$ cat config.mk
export PLATFORM = sky130hd
export DESIGN_NAME = tst_ctrl
export DESIGN_NICKNAME = d
export VERILOG_FILES = /design/src/rtl/tst_pkg.sv /design/src/rtl/tst_ctrl.sv
export SDC_FILE = /design/constraint.sdc
export NUM_CORES = 1
export LEC_CHECK = 0
export ABC_AREA = 1
export BUFFER_PORTS_ARGS = -buffer_cell sky130_fd_sc_hd__buf_2
export CAP_MARGIN = 15
export CORE_AREA = 3 3 40 42
export CTS_CLUSTER_SIZE = 25
export DETAILED_ROUTE_END_ITERATION = 10
export DIE_AREA = 0 0 43 45
export PLACE_DENSITY_LB_ADDON = 0.1
export SETUP_SLACK_MARGIN = 0.2
export SLEW_MARGIN = 20
export SYNTH_ARGS = -nofsm -noshare
export SYNTH_HDL_FRONTEND = slang
export SYNTH_SLANG_ARGS = --single-unit
$ cat constraint.sdc
create_clock -name clk -period 1.65 [get_ports clk]
set_clock_uncertainty 0.1 [all_clocks]
set_input_delay 0.33 -clock clk [delete_from_list [all_inputs] [get_ports clk]]
set_output_delay 0.33 -clock clk [all_outputs]
set_load 0.1 [all_outputs]
$ cat src/rtl/tst_pkg.sv
package tst_pkg;

  // Fixed field widths of the stream items
  localparam int CMD_W      = 2;
  localparam int SYM_W      = 8;
  localparam int STOP_W     = 32;
  localparam int PRICE_LSB  = CMD_W + SYM_W;
  localparam int OUT_W      = ((SYM_W + STOP_W + 7) / 8) * 8;

  // Entry price is split at this bit for the two partial products
  localparam int SPLIT_BITS = 24;

  // Command codes
  localparam logic [CMD_W-1:0] CMD_QUOTE = 2'd0;
  localparam logic [CMD_W-1:0] CMD_SET   = 2'd1;
  localparam logic [CMD_W-1:0] CMD_DEL   = 2'd2;

  // Table write source select
  localparam logic [1:0] WR_SET  = 2'd0;
  localparam logic [1:0] WR_DEL  = 2'd1;
  localparam logic [1:0] WR_CLR  = 2'd2;
  localparam logic [1:0] WR_BACK = 2'd3;

  // Controller to datapath commands
  typedef struct packed {
    logic       acc;        // input beat taken, table read issued
    logic       wr_en;
    logic [1:0] wr_sel;
    logic       mul_hi;     // multiplier takes upper price slice
    logic       hm_load;
    logic       lo_load;
    logic       step_load;
    logic       diff_load;
    logic       clr_step;
    logic       out_load;
  } tst_cmd_t;

  // Datapath to controller status
  typedef struct packed {
    logic in_quote;
    logic in_set;
    logic in_del;
    logic entry_ok;
    logic trip;
    logic clr_done;
  } tst_stat_t;

endpackage

$ cat src/rtl/tst_ctrl.sv
module tst_ctrl
  import tst_pkg::*;
(
  input  logic      clk,
  input  logic      rst_n,
  input  logic      in_tvalid,
  output logic      in_tready,
  output logic      out_tvalid,
  input  logic      out_tready,
  input  tst_stat_t stat,
  output tst_cmd_t  cmd
);

  localparam logic [2:0] S_CLEAR = 3'd0;
  localparam logic [2:0] S_IDLE  = 3'd1;
  localparam logic [2:0] S_LO    = 3'd2;
  localparam logic [2:0] S_HI    = 3'd3;
  localparam logic [2:0] S_SUM   = 3'd4;
  localparam logic [2:0] S_DIFF  = 3'd5;
  localparam logic [2:0] S_EVAL  = 3'd6;

  logic [2:0] state_r, state_nxt;
  logic       out_valid_r, out_valid_nxt;
  logic       go;

  // result slot free, or no result to place
  assign go = !stat.trip || !out_valid_r || out_tready;

  always_comb begin
    state_nxt = state_r;
    cmd       = '0;
    in_tready = 1'b0;
    case (state_r)
      S_CLEAR: begin
        cmd.wr_en    = 1'b1;
        cmd.wr_sel   = WR_CLR;
        cmd.clr_step = 1'b1;
        if (stat.clr_done) begin
          state_nxt = S_IDLE;
        end
      end
      S_IDLE: begin
        in_tready = 1'b1;
        if (in_tvalid) begin
          cmd.acc = 1'b1;
          if (stat.in_set) begin
            cmd.wr_en  = 1'b1;
            cmd.wr_sel = WR_SET;
          end else if (stat.in_del) begin
            cmd.wr_en  = 1'b1;
            cmd.wr_sel = WR_DEL;
          end else if (stat.in_quote) begin
            state_nxt = S_LO;
          end
        end
      end
      S_LO: begin
        cmd.hm_load = 1'b1;
        state_nxt   = stat.entry_ok ? S_HI : S_IDLE;
      end
      S_HI: begin
        cmd.lo_load = 1'b1;
        cmd.mul_hi  = 1'b1;
        state_nxt   = S_SUM;
      end
      S_SUM: begin
        cmd.step_load = 1'b1;
        state_nxt     = S_DIFF;
      end
      S_DIFF: begin
        cmd.diff_load = 1'b1;
        state_nxt     = S_EVAL;
      end
      S_EVAL: begin
        if (go) begin
          cmd.wr_en    = 1'b1;
          cmd.wr_sel   = WR_BACK;
          cmd.out_load = stat.trip;
          state_nxt    = S_IDLE;
        end
      end
      default: begin
        state_nxt = S_IDLE;
      end
    endcase
  end

  // Result valid flag
  always_comb begin
    out_valid_nxt = out_valid_r;
    if (cmd.out_load) begin
      out_valid_nxt = 1'b1;
    end else if (out_tready) begin
      out_valid_nxt = 1'b0;
    end
  end

  always_ff @(posedge clk) begin
    if (!rst_n) begin
      state_r     <= S_CLEAR;
      out_valid_r <= 1'b0;
    end else begin
      state_r     <= state_nxt;
      out_valid_r <= out_valid_nxt;
    end
  end

  assign out_tvalid = out_valid_r;

endmodule

# After elaboration in Yosys (flattened, before gate mapping)
# Index checks and enable logic that the tools add are counted.
totals:
  regBits: 4
op_classes:
  eq_ne: 12
  muxes: 24
  reduce_logical: 7
op_table:
  columns: ["op", "count"]
  rows:
  - ["3-bit 2-to-1 mux", 9]
  - ["3-bit case mux with 7 select lines", 1]
  - ["2-bit inequality test (second input constant)", 6]
  - ["1-bit 2-to-1 mux", 11]
  - ["3-bit equality test (second input constant)", 3]
  - ["3-bit case mux with 3 select lines", 1]
  - ["3-bit by 2-bit equality test with 1-bit output (second input constant)", 2]
  - ["6-bit AND reduction", 1]
  - ["4-bit 2-to-1 mux", 1]
  - ["3-bit by 1-bit equality test with 1-bit output (second input constant)", 1]
  - ["3-bit zero test", 1]
  - ["1-bit zero test", 2]
  - ["1-bit logical OR", 2]
  - ["2-bit 2-to-1 mux", 1]
  - ["2-bit nonzero test", 1]

# Logic depth before layout (Yosys ltp)
# Gate-level depths: netlist of run 1.
depth:
  word_depth: 6
  depth_mapped: 7
  ltp_nobuf: 7

# Worst setup path before layout of run 1
# No wires, ideal clock.
synth_timing:
  path_kind: "flip-flop to output port"
  start: "register state_r[0]"
  end: "output port cmd[9] (netlist name)"
  arrival_ns: 2.987
  slack_ns: -1.767
  stages_incl_launch_ff: 7
  path_buffers: 0
  path_cell_list: "dfxtp_1 > nand2_2 > nor2_2 > nand2_1 > inv_1 > nand2_1 > nand3_1"
synth_rtl:
  columns: ["element", "line_no", "rtl"]
  rows:
  - ["from (decl)", "tst_ctrl.sv:22", "logic [2:0] state_r, state_nxt;"]
  - ["from (signal assigned)", "tst_ctrl.sv:103", "state_r <= state_nxt;"]
  - ["to (decl)", "tst_ctrl.sv:11", "output tst_cmd_t cmd"]

==> results of run 1 <==
state kept, by name, summed over array words and instances (netlist names):
register    count
out_tvalid      1
state_r         3
cell families (layout without fill, tap and decap cells):
kind of cell	count (synthesis)	count (layout)	synth area share, %
simple gates	32	32	44.41
buf+inv	14	54	17.33
compound gates	8	8	15.16
flops	4	4	23.11
power by group through the flow:
stage / combinational [W] / clock, W / sequential [W]
after detailed placement: 0.000990 / 0 / 0.000145
after global placement: 0.000986 / 0 / 0.000144
after global routing: 0.00119 / 0.000159 / 0.000156
after CTS: 0.00107 / 0.000143 / 0.000148
after floorplan: 0.000653 / 0 / 0.000145
final: 0.00114 / 0.000139 / 0.000154
path summary, 6_finish.rpt:
kind | start | end | slack, ns | cells after the start
setup / recovery | state_r[0] | cmd[6] | -0.10 | 4
hold / removal | rst_n | out_tvalid | 0.22 | 3
setup reg to reg | state_r[1] | state_r[1] | 0.21 | 10
hold reg to reg | out_tvalid | out_tvalid | 0.53 | 4
metrics by stage:
| step | hold slack, ns | total power (W) |
|---|---|---|
| 2_1_floorplan | 0.3346 | 0.0007984 |
| 3_3_place_gp | 0.4635 | 0.001130 |
| 3_5_place_dp | 0.4647 | 0.001136 |
| 4_1_cts | 0.2084 | 0.001356 |
| 5_1_grt | 0.2369 | 0.001503 |
| 6_report | 0.2189 | 0.001436 |
worst register-to-register path: stages, from the launching register on:
cell	delay, ns
dfxtp_4	0.38
inv_4	0.04
nand2_4	0.06
nor2_4	0.04
buf_4	0.13
buf_6	0.10
buf_6	0.11
o21ai_1	0.12
nand3_1	0.10
nor2_1	0.10
nor2_1	0.05
timing repair:
| action | 4_1_cts | 5_1_grt |
|---|---|---|
| endpoints found under the setup margin | 13 | 12 |
| pin swaps | 7 | 7 |
| buffers inserted | 6 | 5 |
| resized for setup | 11 | 10 |
cell type report:
type | instances | area share [%]
inverter | 12 | 6.477
timing repair buffer | 38 | 45.08
multi-input combinational | 40 | 33.94
sequential | 4 | 9.845
clock buffer | 4 | 2.720
tap | 15 | 1.943
per-layer routing:
layer	global-route usage, %	vias up	wire length [microns]
met4	7.229	0	0
met5	0	-	0
li1	-	265	-
met1	14.94	235	499
met2	22.46	16	730
met3	2.789	0	63
cell usage in the layout, fill, tap and decap left out, drive strengths merged, types with 4 or more instances in the layout:
master	n
buf	38
clkbuf	4
dfxtp	4
inv	10
nand2	12
nand3	5
nor2	13
o21ai	4
==> impl_results.md, run 1 <==
* Status: complete, but fails checks
* Failing checks: setup timing
* Filler instances at 87
* CP required at 1.22 ns
* DRC Markers at 0
* CTS H-Tree Depth at 1
* # hold bufs at CTS at 0
* Mapped Nets at 68
* Final Core Density at 75.17%
* Number of diodes at 0
* Rel. slew slack at 75.21%
* FFs w/ async S/R, synth at 0%
* P per Cell Area at 1487 mW/mm^2
* GR Overflow Total at 0
* Top cells by area, synth: dfxtp_1, nand2_1, nor2_1
* Vias at 516
* Final Hold Violating Endpoints at 0
* Share of layout cells above drive strength 1 at 69.39%
* Root buf cell: clkbuf_4
* Gp weighted congestion at 0.7429
* Switching share of power at 54.12%
* Most frequent cells after synthesis: nand2_1, nor2_1, inv_1, nand3_1, dfxtp_1
* Tcrit/Tclk final at 106.1%
* Layout net count at 109
* Cell Area, Synth at around 350 sq um
* Switching pwr at 0.0007775 W
* Die Area at 0.001935 sq mm
* Post-DP Area at a little under 800 sq um
* Max FO, Critical Path at 4
* Register bit total from synthesis at 4
* Logic gate share of total power at 79.6%
* Row cnt at 13
* First-pass GRT wire length at about 1900 microns
* Initial antenna violation count at 0
* Non-Filler Instances at 113
* Clock Power Share at under 10%
* Initial Utilization at 26.97%
* Post-route ant nets at 0
* Cells after Synth at 58
* Placed cells at 98
* Max Cap Viol at 0
* Die width at 43 microns
* Register area share after synthesis at 23.10%
* Hold Crit Class: in2reg
* Top cell type's share of synthesized area at 23.10%
* Internal power at between 0.0006 and 0.0007 W
* FF+latch area at 95.09 sq um
* Area of the multi-input gates at 327.8 sq um
* Crit path cell chain: inv_4 -> buf_6 -> nor3_4 -> buf_12
* Area delta synth->final at 178.7%
* Static Leak at 0.4441 nW
* Worst-case clock buffer depth at 2
* Final min period at 1.751 ns
* DP HPWL at 844.5 microns
* Synth warn at 0
* Avg WL per Cell at 11.44 microns
* Syn avg cell area at about 6.0 sq um
* CP peak stage delay at approximately 0.39 ns
* RSZ-0062 raised after global routing: yes
* Distinct cell type count after synthesis at 18
* Worst setup SP type: flop
* Post-route cell area at around 970 sq um
* Core footprint at 0.001285 sq mm
* Critical path's slowest cell: dfxtp_4
* Vias in the first global route at 495
* Dpl ws at 0.04207 ns
* First-pass DRT Iterations at 4
* Largest net degree at the start of global routing at 8
* Register share of total power at 10.7%
* Reg clk slew, reported paths at approximately 0.050 ns
* Main synth FF type: dfxtp_1
* IO Pins at 23
* Max Freq at roughly 570 MHz
* CP top delay family: flip-flops
* CP endpoint kind: output pin
* GRT Overall Usage at 12.99%
* 1st-iter DRT viols at 6
* Final worst setup slack at -0.1012 ns
* Skew-Pair Late Insertion Delay at 0.24 ns
* CP arrival at 1.32 ns
* Vias per inst at 4.566
* Fin Setup TNS at -0.5958 ns
* Crit Path Category: reg2out
* Die Height at 45 microns
* Pin slew with the least headroom to its limit at 0.3704 ns
* Top-count cell post-synth: nand2_1
* Peak VDD IR at 0.9328 mV
* Slew Viols, Final at 0
* Port Buffer Count at 22
* Largest area contributor in the netlist: dfxtp_1
* TritonCTS Buffers at 3
* Buf+Inv Stages, Crit Path at 3
* Setup-failing EPs final at 10
* Number of flops mapped to enable cells by yosys at 0
* Routed WL at 1293 microns
* CTS Sinks at 4
* CTS tree: done
Power figures use the tool's default switching activity.
==> inputs of run 2 (changes only) <==
--- a/config.mk
+++ b/config.mk
@@ -8,10 +8,12 @@
 export ABC_AREA = 1
 export BUFFER_PORTS_ARGS = -buffer_cell sky130_fd_sc_hd__buf_2
 export CAP_MARGIN = 15
-export CORE_AREA = 3 3 40 42
+export CELL_PAD_IN_SITES_DETAIL_PLACEMENT = 2
+export CELL_PAD_IN_SITES_GLOBAL_PLACEMENT = 2
+export CORE_MARGIN = 3
+export CORE_UTILIZATION = 17
 export CTS_CLUSTER_SIZE = 25
 export DETAILED_ROUTE_END_ITERATION = 10
-export DIE_AREA = 0 0 43 45
 export PLACE_DENSITY_LB_ADDON = 0.1
 export SETUP_SLACK_MARGIN = 0.2
 export SLEW_MARGIN = 20
==> impl_results.md, run 2 (same netlist as run 1, synthesis figures left out) <==
* Status: complete, but fails checks
* Failing checks: setup timing
* Final worst setup slack at -0.1260 ns
* Max Cap Viol at 0
* GR Overflow Total at 0
* Largest register FFs at 3
* CP required at 1.22 ns
* TritonCTS Buffers at 3
* Area delta synth->final at 184.8%
* Clock Power Share at 8.4%
* Layout net count at 111
* CP endpoint kind: output pin
* Die Area at 0.002616 sq mm
* Max FO, Critical Path at 4
* CTS H-Tree Depth at 1
* Core footprint at approximately 0.0018 sq mm
* Post-route ant nets at 0
* RSZ-0062 raised after global routing: yes
* Reg clk slew, reported paths at about 0.040 ns
* Vias at 542
* Logic gate share of total power at 81.2%
* Rel. slew slack at 75.26%
* Root buf cell: clkbuf_4
* Die Height at 51.15 microns
* Initial antenna violation count at 0
* Initial Utilization at roughly a fifth
* CP arrival at 1.35 ns
* Skew-Pair Late Insertion Delay at 0.24 ns
* Placed cells at 107
* Most frequent cells in the layout: buf_4, buf_12, buf_2
* Pin slew with the least headroom to its limit at roughly 0.37 ns
* Number of diodes at 0
* # hold bufs at CTS at 0
* Largest reg by FF count: state_r
* Slew Viols, Final at 0
* CTS Sinks at 4
* Avg WL per Cell at 16.52 microns
* First-pass DRT Iterations at 4
* Worst-case clock buffer depth at 2
* Switching pwr at between 0.0008 and 0.0009 W
* Max Freq at 563.1 MHz
* Switching share of power at about 55%
* 1st-iter DRT viols at 6
* Vias in the first global route at 619
* DRC Markers at 0
* IO Pins at 23
* Share of layout cells above drive strength 1 at 70.71%
* Setup-failing EPs final at 10
* Tcrit/Tclk final at 107.6%
* Port Buffer Count at 22
* Row cnt at 15
* Largest net degree at the start of global routing at 8
* Final Hold Violating Endpoints at 0
* Register share of total power at 10.3%
* Routed WL at 2049 microns
* Final min period at 1.776 ns
* First-pass GRT wire length at 2925 microns
* DP HPWL at 1237 microns
* Worst Setup SP: state_r[1]
* Worst r2r src: state_r[1]
* GRT Overall Usage at 15.44%
* Non-Filler Instances at 124
* Commonest non-fill, non-tap cell in the layout: buf_4
* WHS at 0.2565 ns
* Gp weighted congestion at 0.7959
* Crit Path Category: reg2out
* Dpl ws at 0.02848 ns
* CTS tree: done
* Vias per inst at 4.371
* Fin Setup TNS at -0.7490 ns
* P per Cell Area at 1490 mW/mm^2
* Internal power at roughly 0.00066 W
* Static Leak at 0.4553 nW
* Worst setup SP type: flop
* Worst Hold Launch: rst_n
* Peak VDD IR at 0.8002 mV
* Hold Crit Class: in2reg
* Final Power at 0.001471 W
* Die width at 51.15 microns
## run 2: cell types whose count changed in the layout (fill, tap and decap cells not counted), sizes merged
cell,change
buf,+2
clkbuf,-1
## run 2: area by class of cell
cell class,instances,area (sq um)
inverter,12,60.06
clock buffer,3,22.52
tap,25,31.28
fill,199,833.3
sequential,4,95.09
multi-input combinational,40,327.8
timing repair buffer,40,450.4
## run 2: worst max-delay path, cell delays in order (launching register included)
cell and delay [ns]:
dfxtp_4 0.36, inv_4 0.07, nand2_4 0.05, nor2_4 0.11, nand2_4 0.08, o31ai_4 0.21, buf_12 0.21
## run 2: power groups by stage
stage	Combinational (W)	Clock, W	Sequential (W)
final	0.00119	0.000124	0.000152
after global routing	0.00124	0.000141	0.000155
after CTS	0.00109	0.000127	0.000152
after detailed placement	0.00100	0	0.000149
after global placement	0.000988	0	0.000148
after floorplan	0.000653	0	0.000145
## run 2: routing by layer
metal | up-vias | global-route usage (%) | share of wire [%]
met5 | - | 0 | 0
met1 | 261 | 15.76 | 43
li1 | 264 | - | -
met3 | 4 | 2.332 | 3.4
met4 | 0 | 6.726 | 1.5
met2 | 13 | 30.26 | 52
## run 2: final timing paths
path	cells past startpoint	end	slack [ns]
setup / recovery	6	cmd[7]	-0.13
setup reg to reg	6	state_r[0]	0.22
hold / removal	3	out_tvalid	0.26
hold reg to reg	4	out_tvalid	0.55
## run 2: repair_timing
item	in CTS	in global routing
endpoints found under the setup margin	13	13
pin swaps	8	8
resized for setup	10	10
endpoints found under the hold margin	0	0
setup buffers	9	5
## run 2: per-stage QoR
stage,instance area [sq um],utilization [%]
finish,987.2,54.23
global route,987.2,54.23
CTS,913.4,50.17
detailed placement,793.3,43.57
global placement,793.3,43.57
floorplan,456.7,-
